$ cat config.mk
export PLATFORM = sky130hd
export DESIGN_NAME = pppoe_session_header_gateway
export DESIGN_NICKNAME = d
export VERILOG_FILES = /design/src/rtl/pshg_pkg.sv /design/src/rtl/pshg_front.sv /design/src/rtl/pshg_queue.sv /design/src/rtl/pshg_back.sv /design/src/rtl/pppoe_session_header_gateway.sv
export SDC_FILE = /design/constraint.sdc
export NUM_CORES = 1
export LEC_CHECK = 0
export BUFFER_PORTS_ARGS = -buffer_cell sky130_fd_sc_hd__buf_4
export CORE_MARGIN = 2
export CORE_UTILIZATION = 43
export DETAILED_ROUTE_END_ITERATION = 10
export PLACE_DENSITY = 0.7
export SLEW_MARGIN = 30
export SYNTH_ARGS = -nofsm -noshare
export SYNTH_HDL_FRONTEND = slang
export SYNTH_HIERARCHICAL = 1
export SYNTH_SLANG_ARGS = --single-unit
$ cat constraint.sdc
create_clock -name clk -period 16.3 [get_ports clk]
set_input_delay 1.63 -clock clk [delete_from_list [all_inputs] [get_ports clk]]
set_output_delay 1.63 -clock clk [all_outputs]
set_load 0.005 [all_outputs]
$ cat src/rtl/pshg_pkg.sv
// Shared types and constants for the PPPoE session header gateway.
// No dependencies; imported by every module of the block.
package pshg_pkg;

	// Ethernet types
	localparam logic [15:0] ET_SESSION   = 16'h8864;
	localparam logic [15:0] ET_DISCOVERY = 16'h8863;
	localparam logic [15:0] ET_ARP       = 16'h0806;
	localparam logic [15:0] ET_IPV4      = 16'h0800;
	localparam logic [15:0] ET_IPV6      = 16'h86DD;

	// PPP protocol words
	localparam logic [15:0] PPP_IPV4 = 16'h0021;
	localparam logic [15:0] PPP_IPV6 = 16'h0057;
	localparam logic [15:0] PPP_LCP  = 16'hC021;
	localparam logic [15:0] PPP_PAP  = 16'hC023;
	localparam logic [15:0] PPP_IPCP = 16'h8021;

	localparam logic [15:0] ARP_REQUEST = 16'h0001;

	localparam logic [10:0] LEN_MAX = 11'h7FF;

	// Configuration register indexes
	typedef enum logic [2:0] {
		REG_LAN_PORT_MAC   = 3'd0,
		REG_LAN_SIDE_MAC   = 3'd1,
		REG_WAN_SOURCE_MAC = 3'd2,
		REG_WAN_PEER_MAC   = 3'd3,
		REG_GATEWAY_IP     = 3'd4,
		REG_SESSION_NUMBER = 3'd5,
		REG_DP_ENABLE      = 3'd6
	} reg_idx_t;

	// Verdict / class codes
	typedef enum logic [2:0] {
		CLS_DROP  = 3'd0,
		CLS_ENCAP = 3'd1,
		CLS_DECAP = 3'd2,
		CLS_CTRL  = 3'd3,
		CLS_ARP   = 3'd4
	} cls_t;

	typedef struct packed {
		logic        from_wan;
		logic [47:0] dst_mac;
		logic [47:0] src_mac;
		logic [15:0] eth_type;
		logic [15:0] ppp_proto_in;
		logic [15:0] arp_opcode;
		logic [47:0] arp_sender_mac;
		logic [31:0] arp_sender_ip;
		logic [31:0] arp_target_ip;
		logic [10:0] frame_length;
	} in_item_t;

	typedef struct packed {
		logic [2:0]  verdict;
		logic [47:0] out_dst_mac;
		logic [47:0] out_src_mac;
		logic [15:0] out_ether_type;
		logic [15:0] pppoe_length;
		logic [15:0] out_session;
		logic [15:0] ppp_proto_out;
		logic [31:0] reply_sender_ip;
		logic [47:0] reply_target_mac;
		logic [31:0] reply_target_ip;
		logic [10:0] out_length;
	} out_item_t;

	typedef struct packed {
		logic [47:0] lan_port_mac;
		logic [47:0] lan_side_mac;
		logic [47:0] wan_source_mac;
		logic [47:0] wan_peer_mac;
		logic [31:0] gateway_ip;
		logic [15:0] session_number;
		logic        data_plane_enable;
	} cfg_t;

	// Classified header held in the queue between front and back
	typedef struct packed {
		cls_t        cls;
		logic [47:0] dst_mac;
		logic [47:0] src_mac;
		logic [15:0] eth_type;
		logic [15:0] ppp_proto_in;
		logic [47:0] arp_sender_mac;
		logic [31:0] arp_sender_ip;
		logic [10:0] frame_length;
	} q_entry_t;

endpackage

$ cat src/rtl/pshg_front.sv
// Front end: classifies an arriving header into its verdict class.
// Depends on pshg_pkg.
module pshg_front (
	input  pshg_pkg::in_item_t in_item,
	input  pshg_pkg::cfg_t     cfg,
	output pshg_pkg::q_entry_t entry
);
	import pshg_pkg::*;

	logic wan_ctrl;
	logic arp_hit;
	cls_t cls;

	// control traffic: discovery, or LCP/PAP/IPCP in a session
	assign wan_ctrl = (in_item.eth_type == ET_DISCOVERY) ||
		((in_item.eth_type == ET_SESSION) &&
		((in_item.ppp_proto_in == PPP_LCP) || (in_item.ppp_proto_in == PPP_PAP) ||
		(in_item.ppp_proto_in == PPP_IPCP)));

	assign arp_hit = (in_item.arp_opcode == ARP_REQUEST) &&
		(in_item.arp_target_ip == cfg.gateway_ip);

	// classification
	always_comb begin
		cls = CLS_DROP;
		if (in_item.from_wan) begin
			if (wan_ctrl) begin
				cls = CLS_CTRL;
			end else if (in_item.eth_type == ET_SESSION) begin
				cls = CLS_DECAP;
			end
		end else if (cfg.data_plane_enable) begin
			if (in_item.eth_type == ET_ARP) begin
				if (arp_hit) begin
					cls = CLS_ARP;
				end
			end else if ((in_item.eth_type != ET_DISCOVERY) &&
				(in_item.eth_type != ET_SESSION)) begin
				cls = CLS_ENCAP;
			end
		end
	end

	assign entry.cls            = cls;
	assign entry.dst_mac        = in_item.dst_mac;
	assign entry.src_mac        = in_item.src_mac;
	assign entry.eth_type       = in_item.eth_type;
	assign entry.ppp_proto_in   = in_item.ppp_proto_in;
	assign entry.arp_sender_mac = in_item.arp_sender_mac;
	assign entry.arp_sender_ip  = in_item.arp_sender_ip;
	assign entry.frame_length   = in_item.frame_length;

endmodule

$ cat src/rtl/pshg_queue.sv
// Two-entry queue decoupling the classifier from the rewrite stage.
// Depends on pshg_pkg.
module pshg_queue (
	input  logic               clk,
	input  logic               arst_n,
	input  logic               push_valid,
	output logic               push_ready,
	input  pshg_pkg::q_entry_t push_data,
	output logic               pop_valid,
	input  logic               pop_ready,
	output pshg_pkg::q_entry_t pop_data
);
	import pshg_pkg::*;

	q_entry_t   mem_q [2];
	logic       wr_ptr_q;
	logic       rd_ptr_q;
	logic [1:0] count_q;
	logic       push;
	logic       pop;

	assign push_ready = (count_q != 2'd2);
	assign pop_valid  = (count_q != 2'd0);
	assign push       = push_valid && push_ready;
	assign pop        = pop_valid && pop_ready;
	assign pop_data   = mem_q[rd_ptr_q];

	// storage
	always_ff @(posedge clk) begin
		if (push) begin
			mem_q[wr_ptr_q] <= push_data;
		end
	end

	// pointers and fill level
	always_ff @(posedge clk or negedge arst_n) begin
		if (!arst_n) begin
			wr_ptr_q <= 1'b0;
			rd_ptr_q <= 1'b0;
			count_q  <= 2'd0;
		end else begin
			if (push) begin
				wr_ptr_q <= ~wr_ptr_q;
			end
			if (pop) begin
				rd_ptr_q <= ~rd_ptr_q;
			end
			if (push && !pop) begin
				count_q <= count_q + 2'd1;
			end else if (pop && !push) begin
				count_q <= count_q - 2'd1;
			end
		end
	end

endmodule

$ cat src/rtl/pshg_back.sv
// Back end: rewrites the header for its class, learns the client MAC on
// answered ARP requests and holds the result in an output register.
// Depends on pshg_pkg.
module pshg_back (
	input  logic                clk,
	input  logic                arst_n,
	input  pshg_pkg::cfg_t      cfg,
	input  logic                entry_valid,
	output logic                entry_ready,
	input  pshg_pkg::q_entry_t  entry,
	output logic                out_valid,
	input  logic                out_ready,
	output pshg_pkg::out_item_t out_item
);
	import pshg_pkg::*;

	logic [47:0] client_mac_q;
	logic        client_known_q;
	logic        out_valid_q;
	out_item_t   out_item_q;
	out_item_t   res;
	logic        take;
	logic [11:0] len_plus8;

	assign entry_ready = !out_valid_q || out_ready;
	assign take        = entry_valid && entry_ready;
	assign len_plus8   = {1'b0, entry.frame_length} + 12'd8;
	assign out_valid   = out_valid_q;
	assign out_item    = out_item_q;

	// result for the queue head
	always_comb begin
		res         = '0;
		res.verdict = entry.cls;
		case (entry.cls)
			CLS_CTRL: begin
				res.out_dst_mac    = entry.dst_mac;
				res.out_src_mac    = entry.src_mac;
				res.out_ether_type = entry.eth_type;
				res.out_length     = entry.frame_length;
			end
			CLS_DECAP: begin
				res.out_dst_mac = client_mac_q;
				res.out_src_mac = cfg.lan_side_mac;
				if (entry.ppp_proto_in == PPP_IPV4) begin
					res.out_ether_type = ET_IPV4;
				end else if (entry.ppp_proto_in == PPP_IPV6) begin
					res.out_ether_type = ET_IPV6;
				end else begin
					res.out_ether_type = entry.ppp_proto_in;
				end
				res.out_length = (entry.frame_length >= 11'd8) ?
					entry.frame_length - 11'd8 : 11'd0;
			end
			CLS_ARP: begin
				res.out_dst_mac      = entry.src_mac;
				res.out_src_mac      = cfg.lan_port_mac;
				res.out_ether_type   = ET_ARP;
				res.reply_sender_ip  = cfg.gateway_ip;
				res.reply_target_mac = entry.arp_sender_mac;
				res.reply_target_ip  = entry.arp_sender_ip;
				res.out_length       = entry.frame_length;
			end
			CLS_ENCAP: begin
				res.out_dst_mac    = cfg.wan_peer_mac;
				res.out_src_mac    = cfg.wan_source_mac;
				res.out_ether_type = ET_SESSION;
				res.pppoe_length   = (entry.frame_length >= 11'd12) ?
					{5'd0, entry.frame_length - 11'd12} : 16'd0;
				res.out_session    = cfg.session_number;
				if (entry.eth_type == ET_IPV4) begin
					res.ppp_proto_out = PPP_IPV4;
				end else if (entry.eth_type == ET_IPV6) begin
					res.ppp_proto_out = PPP_IPV6;
				end else begin
					res.ppp_proto_out = entry.eth_type;
				end
				res.out_length = len_plus8[11] ? LEN_MAX : len_plus8[10:0];
			end
			default: begin
				res.verdict = CLS_DROP;
			end
		endcase
	end

	// output register
	always_ff @(posedge clk) begin
		if (take) begin
			out_item_q <= res;
		end
	end

	// valid flag and learned client
	always_ff @(posedge clk or negedge arst_n) begin
		if (!arst_n) begin
			out_valid_q    <= 1'b0;
			client_mac_q   <= 48'd0;
			client_known_q <= 1'b0;
		end else begin
			if (take) begin
				out_valid_q <= 1'b1;
			end else if (out_ready) begin
				out_valid_q <= 1'b0;
			end
			if (take && (entry.cls == CLS_ARP)) begin
				client_mac_q   <= entry.src_mac;
				client_known_q <= 1'b1;
			end else begin
				client_known_q <= client_known_q;
			end
		end
	end

endmodule

$ cat src/rtl/pppoe_session_header_gateway.sv
// PPPoE session header gateway, one result per parsed frame header. Headers
// are accepted at one per clock while the queue has room; a header is held in
// the queue, then its result in the rewrite stage's output register. The
// classifier and the rewrite stage sit on either side of a two-entry queue, so
// the input keeps taking headers while a result waits at the output, until the
// queue is full. The client MAC learned from an answered ARP request applies
// to every later decapsulated header. The user must write configuration through
// cfg_we/cfg_index/cfg_wdata only while idle; the block does not enforce this.
// Depends on pshg_pkg, pshg_front, pshg_queue and pshg_back.
module pppoe_session_header_gateway (
	input  logic                clk,
	input  logic                arst_n,
	input  logic                cfg_we,
	input  logic [2:0]          cfg_index,
	input  logic [47:0]         cfg_wdata,
	input  logic                in_valid,
	output logic                in_ready,
	input  pshg_pkg::in_item_t  in_item,
	output logic                out_valid,
	input  logic                out_ready,
	output pshg_pkg::out_item_t out_item
);
	import pshg_pkg::*;

	cfg_t     cfg_q;
	q_entry_t front_entry;
	q_entry_t head_entry;
	logic     head_valid;
	logic     head_ready;

	// configuration registers
	always_ff @(posedge clk or negedge arst_n) begin
		if (!arst_n) begin
			cfg_q <= '0;
		end else if (cfg_we) begin
			case (reg_idx_t'(cfg_index))
				REG_LAN_PORT_MAC:   cfg_q.lan_port_mac      <= cfg_wdata;
				REG_LAN_SIDE_MAC:   cfg_q.lan_side_mac      <= cfg_wdata;
				REG_WAN_SOURCE_MAC: cfg_q.wan_source_mac    <= cfg_wdata;
				REG_WAN_PEER_MAC:   cfg_q.wan_peer_mac      <= cfg_wdata;
				REG_GATEWAY_IP:     cfg_q.gateway_ip        <= cfg_wdata[31:0];
				REG_SESSION_NUMBER: cfg_q.session_number    <= cfg_wdata[15:0];
				REG_DP_ENABLE:      cfg_q.data_plane_enable <= cfg_wdata[0];
				default: begin
					cfg_q <= cfg_q;
				end
			endcase
		end
	end

	pshg_front u_front (
		.in_item (in_item),
		.cfg     (cfg_q),
		.entry   (front_entry)
	);

	pshg_queue u_queue (
		.clk        (clk),
		.arst_n     (arst_n),
		.push_valid (in_valid),
		.push_ready (in_ready),
		.push_data  (front_entry),
		.pop_valid  (head_valid),
		.pop_ready  (head_ready),
		.pop_data   (head_entry)
	);

	pshg_back u_back (
		.clk         (clk),
		.arst_n      (arst_n),
		.cfg         (cfg_q),
		.entry_valid (head_valid),
		.entry_ready (head_ready),
		.entry       (head_entry),
		.out_valid   (out_valid),
		.out_ready   (out_ready),
		.out_item    (out_item)
	);

endmodule
==> results.sh <==
export IMPL_outcome="finished, final reports clean"
export IMPL_min_path_type="flip-flop to flip-flop"
export IMPL_wl_mm=115
export IMPL_grt_pass1_wl_mm=164
export IMPL_ys_seq_area_frac=0.671
export IMPL_vdd_drop_max_uv=134
export IMPL_instances_no_fill=4481
export IMPL_syn2layout_area_growth_pct=18.0
export IMPL_synth_avg_cell_area_um2=16.1
export IMPL_grt_pass1_vias=24100
export IMPL_skew_ns=0.0327
export IMPL_maxSlewViolCount=0
export IMPL_crit_required_ns=16.68
export IMPL_critPathKind="flip-flop to flip-flop"
export IMPL_regArea_um2=29100
export IMPL_multi_input_area_um2=11900
export IMPL_num_rows=116
export IMPL_clock_sinks=1019
export IMPL_fill_cells=8216
export IMPL_synth_seq_cells=1019
export IMPL_grt_max_degree=132
export IMPL_endpoint_kind="flip-flop"
export IMPL_fin_crit_sh=0.273
export IMPL_cts_hold_buf=0
export IMPL_antenna_found_initial=22
export IMPL_rsz0062_at_grt="false"
export IMPL_via_count=23700
export IMPL_dominantRegCellSynth="edfxtp_1"
export IMPL_path_max_fanout=96
export IMPL_final_hold_viol_count=0
export IMPL_drive_gt1_frac=0.399
export IMPL_async_flop_share=0.289
export IMPL_final_common_cell="edfxtp_1"
export IMPL_finalCriticalPeriod_ns=4.46
export IMPL_holdPathEnd="cfg_q[189]"
export IMPL_path_clk_slew_ns=0.06
export IMPL_io_buffers=606
export IMPL_clk_path_buf_depth=3
export IMPL_nets=3413
export IMPL_io_pins=612
export IMPL_fin_util=0.512
export IMPL_grtUsageTotal=0.218
export IMPL_fmax_mhz=224
export IMPL_vias_per_cell=5.29
export IMPL_synth_distinct_cells=75
export IMPL_synth_edf_count=725
export IMPL_dpl_cell_count=4268
export IMPL_tns_ns=0
export IMPL_cp_start_kind="flip-flop"
export IMPL_regToRegStartpoint="u_queue/rd_ptr_q"
export IMPL_min_from="cfg_q[189]"
export IMPL_maxCapViolCount=0
export IMPL_drc=0
export IMPL_drtAntennaViolNets=0
export IMPL_cts_resized=0
export IMPL_cts_tree="built"
export IMPL_floorplan_core_area_um2=100000
export IMPL_cts_htree_levels=3
export IMPL_die_area_um2=104000
export IMPL_setup_viol=0
export IMPL_arrival_ns=4.83
export IMPL_wl_per_cell_um=25.6
export IMPL_whs_path_depth=1
export IMPL_die_h_um=322
export IMPL_dp_hpwl_mm=75.0
export IMPL_final_cell_mix="edfxtp_1 (725), buf_4 (630), dfrtp_1 (293)"
export IMPL_dieWidth_um=322
export IMPL_mappedNetlistArea_um2=43400
export IMPL_root_buffer="clkbuf_16"
export IMPL_power_density_nw_per_um2=186
export IMPL_drtIter0Drc=1688
export IMPL_synth_warning_count=6
export IMPL_dr_pass1_iters=6
export IMPL_slew_headroom=0.323
export IMPL_total_leakage_power_uw=0.0201
export IMPL_gp_congestion=0.813
export IMPL_post_cts_buffers=0
export IMPL_start_util=0.434
export IMPL_clk_latency_ns=0.68
export IMPL_r2r_end="u_back/out_item[269]"
export IMPL_syn_inst=2691
export IMPL_overflow=0
export IMPL_r2r_cells=8
export IMPL_tightest_slew_ns=1.01
export IMPL_cts_buffers=108
export IMPL_r2r_setup_slack_ns=11.84
-- per-stage QoR --
stage          total power [µW]  hold slack (ns)  instance area [µm²]  setup WS (ns)
6_report                   9530            0.479                51300          11.84
5_1_grt                    9950            0.494                51300          11.59
4_1_cts                    9600            0.484                51200          11.46
3_5_place_dp               7090            0.471                47600          10.72
3_3_place_gp               7030            0.464                47500          10.79
2_1_floorplan              5960            0.450                43400           4.57
-- worst max-delay path: stages (launching register included) --
cell     delay, ns
dfrtp_4       0.58
buf_4         0.52
buf_12        0.53
buf_6         0.68
buf_4         0.71
mux2_2        0.40
mux2_1        0.29
a22oi_1       0.17
o21ai_1       0.09
-- where the power goes --
part           internal [µW]  leakage, µW  switching (µW)  total, µW
registers               3770       0.0105             318       4090
clock network           1470      0.00175            1010       2480
logic                   1350      0.00789            1600       2950
total                   6600       0.0201            2930       9530
-- metal layers --
layer	global-route usage	part of all wire
met5	0	0.0013
met2	0.356	0.49
met4	0.0823	0.034
met3	0.0537	0.072
met1	0.280	0.41
-- flip-flops by register name, summed over array words and instances (netlist names) --
register	cells
u_queue/mem_q	444
u_queue/count_q	2
u_back/out_valid	1
u_back/out_item	281
u_queue/wr_ptr_q	1
u_queue/rd_ptr_q	1
u_back/client_mac_q	48
cfg_q	241
-- synth_stat cells (all sizes together) (3+ instances only) --
master  number  share of area
dfrtp      294           0.17
clkbuf      67         0.0058
or4          6         0.0011
nor2        26         0.0022
ha           6         0.0017
a22oi       96          0.017
nor3b       12         0.0022
nor3        10         0.0013
nand3        7        0.00092
and2       135          0.019
nand2      107         0.0092
nand4b       4        0.00095
mux2       607           0.17
nand2b       6        0.00086
nor2b        5        0.00072
or3b         3        0.00061
o21bai       5        0.00086
inv         11        0.00095
and3         4        0.00058
edfxtp     725           0.50
o211ai       4        0.00081
xnor2       40         0.0081
nor4        15         0.0022
nand4       14         0.0020
xor2         8         0.0016
or2          4        0.00058
a21o         4        0.00069
nor4b        5         0.0012
a21oi       11         0.0013
o21ai      108          0.012
buf        297          0.051
and4bb       3        0.00086
a22o         9         0.0018
-- cell families (layout without fill, tap and decap cells) --
group,Yosys count,after routing,synth area share
flops,1019,1019,0.671
mux,608,608,0.172
compound gates,259,259,0.0390
fa+ha+maj,6,6,0.00173
simple gates,375,375,0.0488
xor+xnor,48,48,0.00968
buf+inv,375,853,0.0577
other cells,1,15,0.0000863
-- worst max-delay path by stage --
stage	start	end	slack, ns
after detailed placement	in_valid	u_queue/mem_q[1][169]	10.72
after global placement	in_valid	u_queue/mem_q[1][170]	10.79
final	u_queue/rd_ptr_q	u_back/out_item[269]	11.84
after floorplan	in_valid	u_queue/mem_q[0][0]	4.57
after global routing	u_queue/rd_ptr_q	u_back/out_item[269]	11.59
after CTS	in_valid	u_queue/mem_q[1][170]	11.46
-- final cells by class --
type / count / area share
flip-flops and latches: 1019 / 0.568
repair buffers: 642 / 0.0962
clock buffers: 139 / 0.0570
multi-input cells: 1301 / 0.233
well taps: 1298 / 0.0317
inverters: 11 / 0.000805
clock inverters: 61 / 0.0130
diodes: 10 / 0.000488
Power figures use the tool's default switching activity.
